<file path="src/hftt_pkg.sv">
// Shared types, codes and constants for the Huffman tree node table.
// No dependencies; imported by every module of the block except hftt_ram.
package hftt_pkg;

  localparam int TABLE_DEPTH = 512;
  localparam int NODE_W      = 9;
  localparam int CNT_W       = 10;
  localparam int SC_W        = 10;
  localparam int SYM_W       = 9;

  localparam logic [SC_W-1:0] SC_RESET = 10'd288;

  localparam logic [1:0] FN_WALK  = 2'd0;
  localparam logic [1:0] FN_ADD   = 2'd1;
  localparam logic [1:0] FN_LEAF  = 2'd2;
  localparam logic [1:0] FN_CLEAR = 2'd3;

  localparam logic [2:0] ST_OK      = 3'd0;
  localparam logic [2:0] ST_LEAF    = 3'd1;
  localparam logic [2:0] ST_NODE    = 3'd2;
  localparam logic [2:0] ST_EMPTY   = 3'd3;
  localparam logic [2:0] ST_BOUNDS  = 3'd4;
  localparam logic [2:0] ST_COLLIDE = 3'd5;
  localparam logic [2:0] ST_FULL    = 3'd6;

  typedef struct packed {
    logic              is_walk;
    logic              is_add;
    logic              is_leaf;
    logic              is_clear;
    logic [NODE_W-1:0] node;
    logic              side;
    logic [SYM_W-1:0]  symbol;
  } item_t;

  function automatic logic [CNT_W-1:0] node_limit(input logic [SC_W-1:0] sc,
                                                  input logic [CNT_W-1:0] cap);
    logic [CNT_W-1:0] lim;
    lim = (sc == '0) ? '0 : CNT_W'(sc - 1'b1);
    if (lim > cap) lim = cap;
    return lim;
  endfunction

endpackage

</file>
<file path="src/hftt_front.sv">
// Input side: decodes the operation of each transfer and queues it.
// Depends on hftt_pkg.
module hftt_front import hftt_pkg::*; (
  input  logic              clk,
  input  logic              rst_n,
  input  logic              in_valid,
  output logic              in_ready,
  input  logic [1:0]        in_func,
  input  logic [NODE_W-1:0] in_node,
  input  logic              in_side,
  input  logic [SYM_W-1:0]  in_symbol,
  output logic              q_valid,
  output item_t             q_item,
  input  logic              q_pop
);

  item_t      slot_r [2];
  logic       wr_ptr_r, wr_ptr_nxt;
  logic       rd_ptr_r, rd_ptr_nxt;
  logic [1:0] count_r, count_nxt;
  logic       push;
  item_t      dec;

  always_comb begin
    dec.is_walk  = (in_func == FN_WALK);
    dec.is_add   = (in_func == FN_ADD);
    dec.is_leaf  = (in_func == FN_LEAF);
    dec.is_clear = (in_func == FN_CLEAR);
    dec.node     = in_node;
    dec.side     = in_side;
    dec.symbol   = in_symbol;
  end

  assign in_ready = (count_r != 2'd2);
  assign push     = in_valid && in_ready;
  assign q_valid  = (count_r != 2'd0);
  assign q_item   = slot_r[rd_ptr_r];

  always_comb begin
    wr_ptr_nxt = wr_ptr_r ^ push;
    rd_ptr_nxt = rd_ptr_r ^ (q_pop && q_valid);
    count_nxt  = count_r + {1'b0, push} - {1'b0, (q_pop && q_valid)};
  end

  always_ff @(posedge clk) begin
    if (!rst_n) begin
      wr_ptr_r <= 1'b0;
      rd_ptr_r <= 1'b0;
      count_r  <= 2'd0;
    end else begin
      wr_ptr_r <= wr_ptr_nxt;
      rd_ptr_r <= rd_ptr_nxt;
      count_r  <= count_nxt;
    end
  end

  always_ff @(posedge clk) begin
    if (push) begin
      slot_r[wr_ptr_r] <= dec;
    end
  end

endmodule

</file>
<file path="config.mk">
export PLATFORM = sky130hd
export DESIGN_NAME = hftt_front
export DESIGN_NICKNAME = d
export VERILOG_FILES = /design/src/hftt_pkg.sv /design/src/hftt_front.sv
export SDC_FILE = /design/constraint.sdc
export NUM_CORES = 1
export LEC_CHECK = 0
export BUFFER_PORTS_ARGS = -buffer_cell sky130_fd_sc_hd__buf_2
export CELL_PAD_IN_SITES_DETAIL_PLACEMENT = 1
export CELL_PAD_IN_SITES_GLOBAL_PLACEMENT = 2
export CORE_ASPECT_RATIO = 1.75
export CORE_MARGIN = 2
export CORE_UTILIZATION = 37
export CTS_CLUSTER_DIAMETER = 60
export DETAILED_ROUTE_END_ITERATION = 10
export HOLD_SLACK_MARGIN = 0.08
export PLACE_DENSITY_LB_ADDON = 0.25
export SYNTH_ARGS = -nofsm -noshare
export SYNTH_HDL_FRONTEND = slang
export SYNTH_SLANG_ARGS = --single-unit
</file>
<file path="constraint.sdc">
create_clock -name clk -period 1.82 [get_ports clk]
set_input_delay 0 -clock clk [delete_from_list [all_inputs] [get_ports clk]]
set_output_delay 0 -clock clk [all_outputs]
set_load 0.005 [all_outputs]
</file>
=== Word-level counts from Yosys, hierarchy flattened ===
Memories as Yosys holds them, arrays and structs flattened. A register that Yosys moved wholly into a read port is not among the register bits.
Cells that the tools add are included.

* Bits in latches: 0
* Memory bits (writable): 46
* Output and inout port bits: 25
* ROM bits: 0
* Register bits: 4
* Input bits: 25
* Memories kept: 1

{| class="wikitable"
|+ Memory list
! memory !! words !! bits a word !! read ports !! clocked after Yosys merged registers in !! wr ports !! RTL line !! text
|-
| slot_r || 2 || 23 || 1 || 1 || 1 || hftt_front.sv:17 || <nowiki>item_t slot_r [2];</nowiki>
|}

* Multipliers: 0
* Divide/modulo/power cells: 0
* Shift operators: 0
* Multiplexer cells: 3
* Equality and inequality tests: 4
* Magnitude comparators: 0
* Reduce and logical (&&, ||, !) cells: 4
* Bitwise logic cells: 2
* Add/subtract/negate cells: 2

{| class="wikitable"
|+ Operators by type and width
! operator !! count
|-
| 2-bit equality test, second input constant || 2
|-
| 1-bit two-way mux || 3
|-
| 2-bit by 1-bit adder with 2-bit output || 1
|-
| 2-bit by 1-bit equality test with 1-bit output, second input constant || 1
|-
| 1-bit logical AND || 2
|-
| 2-bit zero test || 1
|-
| 2-bit inequality test, second input constant || 1
|-
| 2-bit nonzero test || 1
|-
| 2-bit by 1-bit subtractor with 2-bit output || 1
|-
| 1-bit XOR || 2
|}

=== Longest topological paths before layout ===
* Depth in word-level cells: 4
* Depth in mapped cells: 6
* Mapped depth without buffers: 6

=== Least setup slack after synthesis ===
Ideal clock, no wire load.

* Path kind: reg-to-reg
* Start: register count_r[0]
* End: memory slot_r[0][0] (netlist bit), enable pin
* Setup time: 0.382 ns
* Setup slack: 0.124 ns
* Stages on the path, launching flop included: 4
* Arrival time: 1.314 ns
* Required time: 1.438 ns
* Cell sequence: dfxtp_1 -> nand2b_1 -> and2_1 -> ha_1

* Word-level cells in the longest chain between the ends: 4

{| class="wikitable"
|+ Ends and longest elaborated chain
! what !! RTL line !! text
|-
| start: declaration || hftt_front.sv:20 || <nowiki>logic [1:0] count_r, count_nxt;</nowiki>
|-
| start signal: assignment || hftt_front.sv:53 || <nowiki>count_r <= count_nxt;</nowiki>
|-
| 2-bit inequality test || hftt_front.sv:34 || <nowiki>assign in_ready = (count_r != 2'd2);</nowiki>
|-
| named net in_ready || hftt_front.sv:7 || <nowiki>output logic in_ready,</nowiki>
|-
| 1-bit logical AND || hftt_front.sv:35 || <nowiki>assign push = in_valid && in_ready;</nowiki>
|-
| 1-bit two-way mux || hftt_front.sv:58 || <nowiki>if (push) begin</nowiki>
|-
| 1-bit two-way mux (implied by the code) || hftt_front.sv:59 || <nowiki>slot_r[wr_ptr_r] <= dec;</nowiki>
|-
| end: declaration || hftt_front.sv:17 ||
|}

The timed path passes the listed nets, and every way through them passes these cells.

=== Final worst setup path ===
* Start: register count_r[1]
* End: register count_r[1]

* Word-level cells in the longest chain between the ends: 4
* Elaborated cells between the ends (all ways): 6

{| class="wikitable"
|+ Ends and longest elaborated chain
! what !! RTL line !! text
|-
| 2-bit inequality test || hftt_front.sv:34 ||
|-
| 1-bit logical AND || hftt_front.sv:35 ||
|-
| 2-bit by 1-bit adder with 2-bit output || hftt_front.sv:42 || <nowiki>count_nxt = count_r + {1'b0, push} - {1'b0, (q_pop && q_valid)};</nowiki>
|-
| 2-bit by 1-bit subtractor with 2-bit output * || hftt_front.sv:42 ||
|}

Mark *: on every way between the ends. The rest lies on a longest branch, timed or not.
A chain may end at the register's enable or synchronous reset.

==> flow_metrics.env <==
export IMPL_rsz0062_at_grt="no"
export IMPL_wl_met2_um=2235
export IMPL_gp_congestion=0.6037
export IMPL_dp_hpwl_um=2530
export IMPL_synth_nets=131
export IMPL_layout_drive_gt1_share_pct=44.86
export IMPL_overflow=0
export IMPL_die_area_sq_mm=0.005867
export IMPL_violations="design-rule violations"
export IMPL_vias=1161
export IMPL_initial_core_util_pct=38.68
export IMPL_grt_util_all_layers_pct=13.79
export IMPL_ir_worst_vdd_uv=771.0
export IMPL_setup_violations=0
export IMPL_hold_ws_ns=0.1545
export IMPL_top_layer="met4"
export IMPL_slew_viol_final=0
export IMPL_cp_top_family="flip-flops"
export IMPL_routed_wl_um=3727
export IMPL_avgSynthCellArea_sq_um=18.67
export IMPL_synth_cell_types=21
export IMPL_report_power_total_mw=3.086
export IMPL_post_route_period_util_pct=81.14
export IMPL_powerDensity_mw_per_mm2=1170
export IMPL_drt_pass1_iter_count=7
export IMPL_die_h_um=99.84
export IMPL_leakage_nw=1.022
export IMPL_crit_type="flip-flop to flip-flop"
export IMPL_ys_seq_area_share_pct=76.29
export IMPL_clock_latency_ns=0.29
export IMPL_area_delta_synth_final_pct=35.82
export IMPL_cts_tree="done"
export IMPL_grt_pass1_vias=1279
export IMPL_root_buffer="clkbuf_8"
export IMPL_place_area_sq_mm=0.002275
export IMPL_worst_pin_slew_ns=0.3121
export IMPL_cts_resized=0
export IMPL_drt_iter0_markers=34
export IMPL_synthCells=104
export IMPL_fin_setup_tns_ns=0
export IMPL_endpoint_kind="flip-flop"
export IMPL_vias_per_cell=4.858
export IMPL_fin_crit_ns=1.477
export IMPL_met1_length_um=1210
export IMPL_utilization_pct=52.54
export IMPL_fin_worst_skew_ns=0.007834
export IMPL_syn_cell_area_sq_mm=0.001942
export IMPL_max_cap_violations=0
export IMPL_hold_buffers=23
export IMPL_crit_buf_inv=0
export IMPL_final_common_cell="buf_2"
export IMPL_numCtsBuffers=5
export IMPL_detail_route_antenna_nets=0
export IMPL_synth_warnings=0
export IMPL_port_buffers=49
export IMPL_coreArea_sq_mm=0.005020
export IMPL_cts_clk_slew_worst_paths_ns=0.08
export IMPL_wl_per_cell_um=15.59
export IMPL_start_kind="flip-flop"
export IMPL_cts_sinks=51
export IMPL_final_nets=211
export IMPL_fp_row_count=34
export IMPL_clk_path_buf_depth=2
export IMPL_crit_arrival_ns=1.69
export IMPL_status="complete, but fails checks"
export IMPL_dieWidth_um=58.77
export IMPL_path_cells="nor2b_1 > a211oi_1 > nor2_1 > ha_1 > or2b_1 > mux2i_1"
export IMPL_dr_wl_met3_um=188
export IMPL_finalHoldViolations=0
export IMPL_boundaryPins=50
export IMPL_fillers=506
export IMPL_crit_fanout=7
export IMPL_cpPeakStageDelay_ns=0.43
export IMPL_grt_max_degree=24
export IMPL_timing_fmax_mhz=677.2
export IMPL_mostFrequentLayoutCells="49 x buf_2, 46 x edfxtp_1, 23 x mux2_2, 23 x dlygate4sd3_1"
export IMPL_crit_required_ns=2.03
export IMPL_slew_headroom_pct=79.19
export IMPL_post_cts_setup_buffer_count=0
export IMPL_synth_seq_cells=51
export IMPL_antenna_found_initial=0
export IMPL_stdcell_area_sq_mm=0.002638
export IMPL_slowest_stage="dfxtp_1"
export IMPL_grt_pass1_wl_um=5858
export IMPL_drc=5
export IMPL_hold_class="input pin to flip-flop"
export IMPL_num_antenna_cells=0
export IMPL_htreeDepth=2
-- per-layer routing --
layer / vias to the layer above / global-route usage (%)
met5: - / 0
met4: 0 / 6.993
met3: 7 / 3.222
met2: 34 / 27.01
met1: 566 / 12.13
li1: 554 / -
-- report_power, final --
group	internal, mW	switching (mW)	total [mW]
registers	1.45	0.0583	1.51
logic	0.381	0.310	0.690
clock network	0.549	0.337	0.886
total	2.38	0.705	3.09
-- worst paths after layout --
check | startpoint | endpoint | slack, ns | depth (start not counted)
worst max-delay path | count_r[1] | count_r[1] | 0.34 | 6
worst min-delay path | q_pop | count_r[1] | 0.15 | 3
worst max register to register | count_r[1] | count_r[1] | 0.34 | 6
worst min register to register | wr_ptr_r | wr_ptr_r | 0.56 | 3
-- flip-flops by register name (all words and copies together) (netlist names), named ones only --
register	cells
slot_r	46
wr_ptr_r	1
rd_ptr_r	1
count_r	2
-- cell usage after synthesis --
cell type / n / area share (%)
a211oi_1: 1 / 0.39
a21bo_1: 1 / 0.52
a32oi_1: 1 / 0.45
and2_1: 5 / 1.6
and3_1: 1 / 0.32
buf_4: 2 / 0.77
dfxtp_1: 5 / 5.2
edfxtp_1: 46 / 71
ha_1: 2 / 1.3
inv_1: 1 / 0.19
mux2_2: 23 / 13
mux2i_1: 1 / 0.52
nand2_1: 1 / 0.19
nand2b_1: 1 / 0.32
nand3_1: 1 / 0.26
nor2_1: 3 / 0.58
nor2b_1: 4 / 1.3
o21ai_0: 2 / 0.52
or2_2: 1 / 0.32
or2b_1: 1 / 0.39
xnor2_1: 1 / 0.45
-- worst register-to-register path, cell delays in order (launching register included) --
cell	delay [ns]
dfxtp_1	0.43
nor2b_1	0.09
a211oi_1	0.24
nor2_1	0.08
ha_1	0.20
or2b_1	0.23
mux2i_1	0.14
-- logic make-up after synthesis --
kind of cell	Yosys count	share of synthesized area, %
flops	51	76.29
mux	24	13.85
simple gates	18	5.284
compound gates	5	1.869
buf+inv	3	0.9661
fa+ha+maj	2	1.288
xor+xnor	1	0.4511
-- metrics by stage --
stage,setup slack (ns),cells
6_report,0.3432,239
5_1_grt,0.2422,239
4_1_cts,0.3266,239
3_5_place_dp,0.3494,208
3_3_place_gp,0.4613,208
2_1_floorplan,0.1242,104
-- layout make-up --
type / instances / area, sq um / share of cell area [%]
well taps: 54 / 67.56 / 2.562
inverters: 1 / 3.754 / 0.1423
flip-flops and latches: 51 / 1481 / 56.17
clock inverters: 2 / 60.06 / 2.277
repair buffers: 75 / 510.5 / 19.35
clock buffers: 6 / 72.57 / 2.751
multi-input cells: 50 / 441.7 / 16.75
Power figures use the tool's default switching activity.
